`src/rtl/core/bitmap_page_frame_allocator_assert.svh`:
```
// Assertion macros shared by the page frame allocator modules.
// No dependencies; included by the controller and the datapath.
`ifndef BITMAP_PAGE_FRAME_ALLOCATOR_ASSERT_SVH
`define BITMAP_PAGE_FRAME_ALLOCATOR_ASSERT_SVH

// same-cycle implication
`define BPFA_ASSERT_IMP(label, clk, rst_n, ante, cons) \
    label: assert property (@(posedge clk) disable iff (!rst_n) (ante) |-> (cons)) \
        else $error("bpfa assertion failed");

// next-cycle implication
`define BPFA_ASSERT_NXT(label, clk, rst_n, ante, cons) \
    label: assert property (@(posedge clk) disable iff (!rst_n) (ante) |=> (cons)) \
        else $error("bpfa assertion failed");

`endif

```
`src/rtl/core/bpfa_pkg.sv`:
```
// Package of the bitmap page frame allocator: codes, command/status types, helpers.
// No dependencies; used by bpfa_ctrl, bpfa_dpath and the top level.
package bpfa_pkg;

    localparam int MODE_W       = 2;
    localparam int STATUS_W     = 2;
    localparam int ADDR_W       = 32;
    localparam int CFG_W        = 16;
    localparam int FRAME_ADDR_W = 27;
    localparam int FREE_BYTES_W = 28;
    localparam int WORD_W       = 64;
    localparam int BIT_W        = 6;

    localparam logic [MODE_W-1:0] MODE_INIT  = 2'd0;
    localparam logic [MODE_W-1:0] MODE_ALLOC = 2'd1;
    localparam logic [MODE_W-1:0] MODE_FREE  = 2'd2;

    localparam logic [STATUS_W-1:0] ST_OK           = 2'd0;
    localparam logic [STATUS_W-1:0] ST_OOM          = 2'd1;
    localparam logic [STATUS_W-1:0] ST_RANGE        = 2'd2;
    localparam logic [STATUS_W-1:0] ST_ALREADY_FREE = 2'd3;

    localparam logic [CFG_W-1:0] RESERVED_RST = 16'd4096;

    typedef struct packed {
        logic accept;
        logic sweep_start;
        logic sweep_clear;
        logic sweep_step;
        logic alloc_grp;
        logic alloc_word;
        logic alloc_upd;
        logic free_rd;
        logic free_upd;
    } t_cmd;

    typedef struct packed {
        logic sweep_last;
        logic grp_none;
        logic alloc_ok;
        logic range_err;
        logic already_free;
    } t_sts;

    // {found, index} of the lowest clear bit
    function automatic logic [BIT_W:0] first_zero(input logic [WORD_W-1:0] word);
        logic [BIT_W:0] res;
        res = '0;
        for (int i = WORD_W - 1; i >= 0; i--) begin
            if (!word[i]) res = {1'b1, BIT_W'(i)};
        end
        return res;
    endfunction

    function automatic logic [WORD_W-1:0] low_mask(input logic [BIT_W-1:0] n);
        return (WORD_W'(1) << n) - WORD_W'(1);
    endfunction

endpackage

```
`src/rtl/core/bpfa_ctrl.sv`:
```
// Controller FSM of the page frame allocator: sequences sweeps, alloc and free.
// Depends on bpfa_pkg and bitmap_page_frame_allocator_assert.svh.
`include "bitmap_page_frame_allocator_assert.svh"

module bpfa_ctrl (
    input  logic                           i_clk,
    input  logic                           i_rst_n,
    input  logic                           i_in_valid,
    output logic                           o_in_ready,
    input  logic [bpfa_pkg::MODE_W-1:0]    i_mode,
    output logic                           o_out_valid,
    input  logic                           i_out_ready,
    output logic [bpfa_pkg::STATUS_W-1:0]  o_status,
    output bpfa_pkg::t_cmd                 o_cmd,
    input  bpfa_pkg::t_sts                 i_sts
);

    localparam logic [3:0] S_BOOT  = 4'd0;
    localparam logic [3:0] S_CLEAR = 4'd1;
    localparam logic [3:0] S_IDLE  = 4'd2;
    localparam logic [3:0] S_INIT  = 4'd3;
    localparam logic [3:0] S_A_GRP = 4'd4;
    localparam logic [3:0] S_A_SUM = 4'd5;
    localparam logic [3:0] S_A_MAP = 4'd6;
    localparam logic [3:0] S_F_RD  = 4'd7;
    localparam logic [3:0] S_F_UPD = 4'd8;
    localparam logic [3:0] S_OUT   = 4'd9;

    logic [3:0]                     r_state, n_state;
    logic [bpfa_pkg::STATUS_W-1:0]  r_status, n_status;

    always_comb begin
        n_state  = r_state;
        n_status = r_status;
        o_cmd    = '0;
        case (r_state)
            S_BOOT: begin
                o_cmd.sweep_start = 1'b1;
                o_cmd.sweep_clear = 1'b1;
                n_state = S_CLEAR;
            end
            S_CLEAR: begin
                o_cmd.sweep_step = 1'b1;
                if (i_sts.sweep_last) n_state = S_IDLE;
            end
            S_IDLE: begin
                if (i_in_valid) begin
                    o_cmd.accept = 1'b1;
                    case (i_mode)
                        bpfa_pkg::MODE_INIT: begin
                            o_cmd.sweep_start = 1'b1;
                            n_state = S_INIT;
                        end
                        bpfa_pkg::MODE_ALLOC: n_state = S_A_GRP;
                        bpfa_pkg::MODE_FREE:  n_state = S_F_RD;
                        default: begin
                            n_status = bpfa_pkg::ST_OK;
                            n_state  = S_OUT;
                        end
                    endcase
                end
            end
            S_INIT: begin
                o_cmd.sweep_step = 1'b1;
                if (i_sts.sweep_last) begin
                    n_status = bpfa_pkg::ST_OK;
                    n_state  = S_OUT;
                end
            end
            S_A_GRP: begin
                o_cmd.alloc_grp = 1'b1;
                if (i_sts.grp_none) begin
                    n_status = bpfa_pkg::ST_OOM;
                    n_state  = S_OUT;
                end else begin
                    n_state = S_A_SUM;
                end
            end
            S_A_SUM: begin
                o_cmd.alloc_word = 1'b1;
                n_state = S_A_MAP;
            end
            S_A_MAP: begin
                o_cmd.alloc_upd = 1'b1;
                n_status = i_sts.alloc_ok ? bpfa_pkg::ST_OK : bpfa_pkg::ST_OOM;
                n_state  = S_OUT;
            end
            S_F_RD: begin
                o_cmd.free_rd = 1'b1;
                if (i_sts.range_err) begin
                    n_status = bpfa_pkg::ST_RANGE;
                    n_state  = S_OUT;
                end else begin
                    n_state = S_F_UPD;
                end
            end
            S_F_UPD: begin
                o_cmd.free_upd = 1'b1;
                n_status = i_sts.already_free ? bpfa_pkg::ST_ALREADY_FREE
                                              : bpfa_pkg::ST_OK;
                n_state  = S_OUT;
            end
            S_OUT: begin
                if (i_out_ready) n_state = S_IDLE;
            end
            default: n_state = S_IDLE;
        endcase
    end

    always_ff @(posedge i_clk) begin
        if (!i_rst_n) begin
            r_state  <= S_BOOT;
            r_status <= bpfa_pkg::ST_OK;
        end else begin
            r_state  <= n_state;
            r_status <= n_status;
        end
    end

    assign o_in_ready  = (r_state == S_IDLE);
    assign o_out_valid = (r_state == S_OUT);
    assign o_status    = r_status;

    `BPFA_ASSERT_IMP(a_one_side, i_clk, i_rst_n, o_out_valid, !o_in_ready)

endmodule

```
`config.mk`:
```
export PLATFORM = sky130hd
export DESIGN_NAME = bpfa_ctrl
export DESIGN_NICKNAME = d
export VERILOG_FILES = /design/src/rtl/core/bpfa_pkg.sv /design/src/rtl/core/bpfa_ctrl.sv
export VERILOG_INCLUDE_DIRS = /design/src /design/src/rtl/core
export SDC_FILE = /design/constraint.sdc
export NUM_CORES = 1
export LEC_CHECK = 0
export ABC_AREA = 1
export BUFFER_PORTS_ARGS = -buffer_cell sky130_fd_sc_hd__buf_2
export CAP_MARGIN = 20
export CORE_AREA = 2 2 39 41
export CTS_BUF_LIST = sky130_fd_sc_hd__clkbuf_4 sky130_fd_sc_hd__clkbuf_8
export DETAILED_ROUTE_END_ITERATION = 8
export DIE_AREA = 0 0 41 43
export PLACE_DENSITY = 0.77
export SYNTH_ARGS = -nofsm -noshare
export SYNTH_HDL_FRONTEND = slang
export SYNTH_SLANG_ARGS = --single-unit
```
`constraint.sdc`:
```
create_clock -name i_clk -period 3.1 [get_ports i_clk]
set_clock_uncertainty 0.05 [all_clocks]
set_input_delay 0.465 -clock i_clk [delete_from_list [all_inputs] [get_ports i_clk]]
set_output_delay 0.465 -clock i_clk [all_outputs]
set_load 0.02 [all_outputs]
```
==> results.ini <==
[outcome]
status = finished clean

[synthesis]
yosysTopAreaCell = dfxtp_1
synth.area.top_cells = dfxtp_1 (19%), nand2_1 (19%), inv_1 (14%), ha_1 (9.8%), nand3_1 (9.4%)
syn_area_per_cell_um2 = 5.49
synth_top_family_by_area = simple AND/OR/NAND/NOR gates
synth_compound_area_frac = 0.0786
ys_seq_area_frac = 0.189
synthMuxAreaShare = 0
synth_nets = 132
synthArstFlopShare = 0
yosys-top-cells-count = nand2_1 (32), inv_1 (23), nor2_1 (13), nand3_1 (12), nor2_2 (8)
syn-cell-area_um2 = 637
synth_cell_types = 13
synth-simple-area-share = 0.487
synth_fa_ha_area_frac = 0.0982
synth-edff-count = 0
synth.ff_latch_count = 6
synth-main-ff-cell = dfxtp_1
yosysWarnings = 0
syn_inst = 116
netlist.area_leader.share = 0.189
synthXorXnorAreaFrac = 0
yosysMostFrequentCell = nand2_1

[critical_path]
crit_arrival_ns = 1.43
crit_chain = inv_1, nor2_2, nand2_1, nor2_1, nand2_1, o21ai_0, buf_2
cp.required_ns = 2.58
critPathKind = flip-flop to primary output
cp-end-kind = primary output
slowest_stage = dfxtp_1
path_max_fanout = 4
reg2reg_from = r_state[0]
r2r_setup_slack_ns = 1.63
reg2regPathDepth = 8
critPathMaxStageDelay_ns = 0.38
startpoint_type = flip-flop
cp_common_cell = nand2_1
reg2reg_to = o_status[1]

[cells_and_area]
area_delta_synth_final_pct = 24.8
drive_gt1_frac = 0.261
fillers = 140
fin_util = 0.574
nets = 160
antenna_cells = 0

[power]
power_density_mw_per_mm2 = 806
p_int_w = 0.000292
combPwrFrac = 0.682
ir_worst_vdd_mv = 0.331
p_sw_frac = 0.545
pwr-share-clk = 0.111
power_frac_seq = 0.208
p_leak_nw = 0.501
p_sw_w = 0.000349

[timing]
finalCritPeriodShare = 0.629
rsz0062_at_grt = no
period_needed_ns = 1.95
drv_slew = 0
slew_headroom = 0.800
worst_pin_slew_ns = 0.300
tns_ns = 0
setup_viol = 0
fmax_mhz = 513
final_hold_viol_count = 0

[detailed_routing]
routed_wl_um = 1570
firstDrtPassIters = 4
drt_iter0_drc = 13
ant_nets = 0
drc = 0
post_drt_wl_per_cell_um = 9.95
vias_per_cell = 4.90
num_vias = 774

[global_routing]
grt_overflow = 0
grt_use_total = 0.186
grt_pass1_wl_um = 2340
grt_pass1_vias = 620
grt_antenna_before_repair = 0
grt_max_degree = 8

[cts]
htreeDepth = 1
cts_buffers = 3
ctsHoldBuffers = 0
cts_tree = yes
cts-root-buf = clkbuf_4
clock-sinks = 6
cts.repair.resized = 0
clk_latency_ns = 0.24
cts_max_path_buffers = 2
cts.clk_slew.worst_paths_ns = 0.04
cts_post_setup_buffers_inserted = 0

[hold_path]
min_to = o_status[1]
worstHoldPathCells = 3
hold_path_class = input pin to flip-flop
min-delay-start = i_rst_n

[floorplanning]
die_area_mm2 = 0.00176
dieWidth_um = 41
std_cell_rows = 14
start_util = 0.460
coreArea_mm2 = 0.00138
ios = 24
die_h_um = 43

[place]
io_buffer_count = 23
gp_congestion = 0.966
dp_hpwl_um = 1340

[flow_run]
cap_violations = 0

## power groups by stage
stage / Clock (W) / Sequential, W / Combinational, W
floorplan: 0 / 0.000146 / 0.000306
global placement: 0 / 0.000132 / 0.000428
detailed placement: 0 / 0.000134 / 0.000434
CTS: 0.0000732 / 0.000132 / 0.000437
global route: 0.0000782 / 0.000134 / 0.000480
finish: 0.0000708 / 0.000133 / 0.000437
## cell families after synthesis
| logic type | count (synthesis) |
|---|---|
| buffers and inverters | 25 |
| adder cells (fa/ha/maj) | 5 |
| AO/OA/AOI/OAI | 10 |
| AND/OR/NAND/NOR | 70 |
| flip-flops | 6 |
## registers in the layout, indices dropped and copies added (netlist names)
name      cells
o_status      2
r_state       4
## final cells by class
class / instances / area [µm²] / area share
Inverter: 25 / 93.8 / 0.118
Timing Repair Buffer: 23 / 115 / 0.145
Sequential cell: 6 / 120 / 0.151
Tap cell: 16 / 20.0 / 0.0252
Clock buffer: 3 / 22.5 / 0.0283
Multi-Input combinational cell: 85 / 423 / 0.532
## worst max-delay path by stage
| stage | from | to | slack (ns) |
|---|---|---|---|
| floorplan | r_state[2] | o_cmd[7] | 1.26 |
| global route | r_state[1] | o_cmd[7] | 1.02 |
| global placement | r_state[2] | o_cmd[7] | 1.46 |
| detailed placement | r_state[2] | o_cmd[7] | 1.41 |
| CTS | r_state[2] | o_cmd[7] | 1.15 |
| finish | r_state[1] | o_cmd[7] | 1.15 |
## layout by cell type (no fill, tap or decap), drive strengths merged
master,netlist,layout
a21oi,6,6
buf,0,23
clkbuf,0,3
dfxtp,6,6
ha,5,5
inv,25,25
nand2,33,33
nand3,12,12
nand3b,2,2
nor2,21,21
nor3,2,2
o21ai,4,4
## per-stage QoR
step	hold WS [ns]	total power, W	area (µm²)	instances	setup WS [ns]
finish	0.433	0.000640	795	158	1.15
CTS	0.427	0.000642	795	158	1.15
global route	0.435	0.000693	795	158	1.02
global placement	0.425	0.000560	772	155	1.46
detailed placement	0.437	0.000568	772	155	1.41
floorplan	0.467	0.000451	637	116	1.26
## critical path: cells and delay by family (launching register included)
family          cells  cell delay, ns
simple gates        4            0.48
flops               1            0.38
buf+inv             2            0.28
compound gates      1            0.06
## layer usage
layer / share of wire / global-route usage
met1: 0.43 / 0.235
met2: 0.49 / 0.313
met3: 0.081 / 0.0471
met4: 0 / 0.0200
met5: 0 / 0
(Power assumes the default switching activity.)
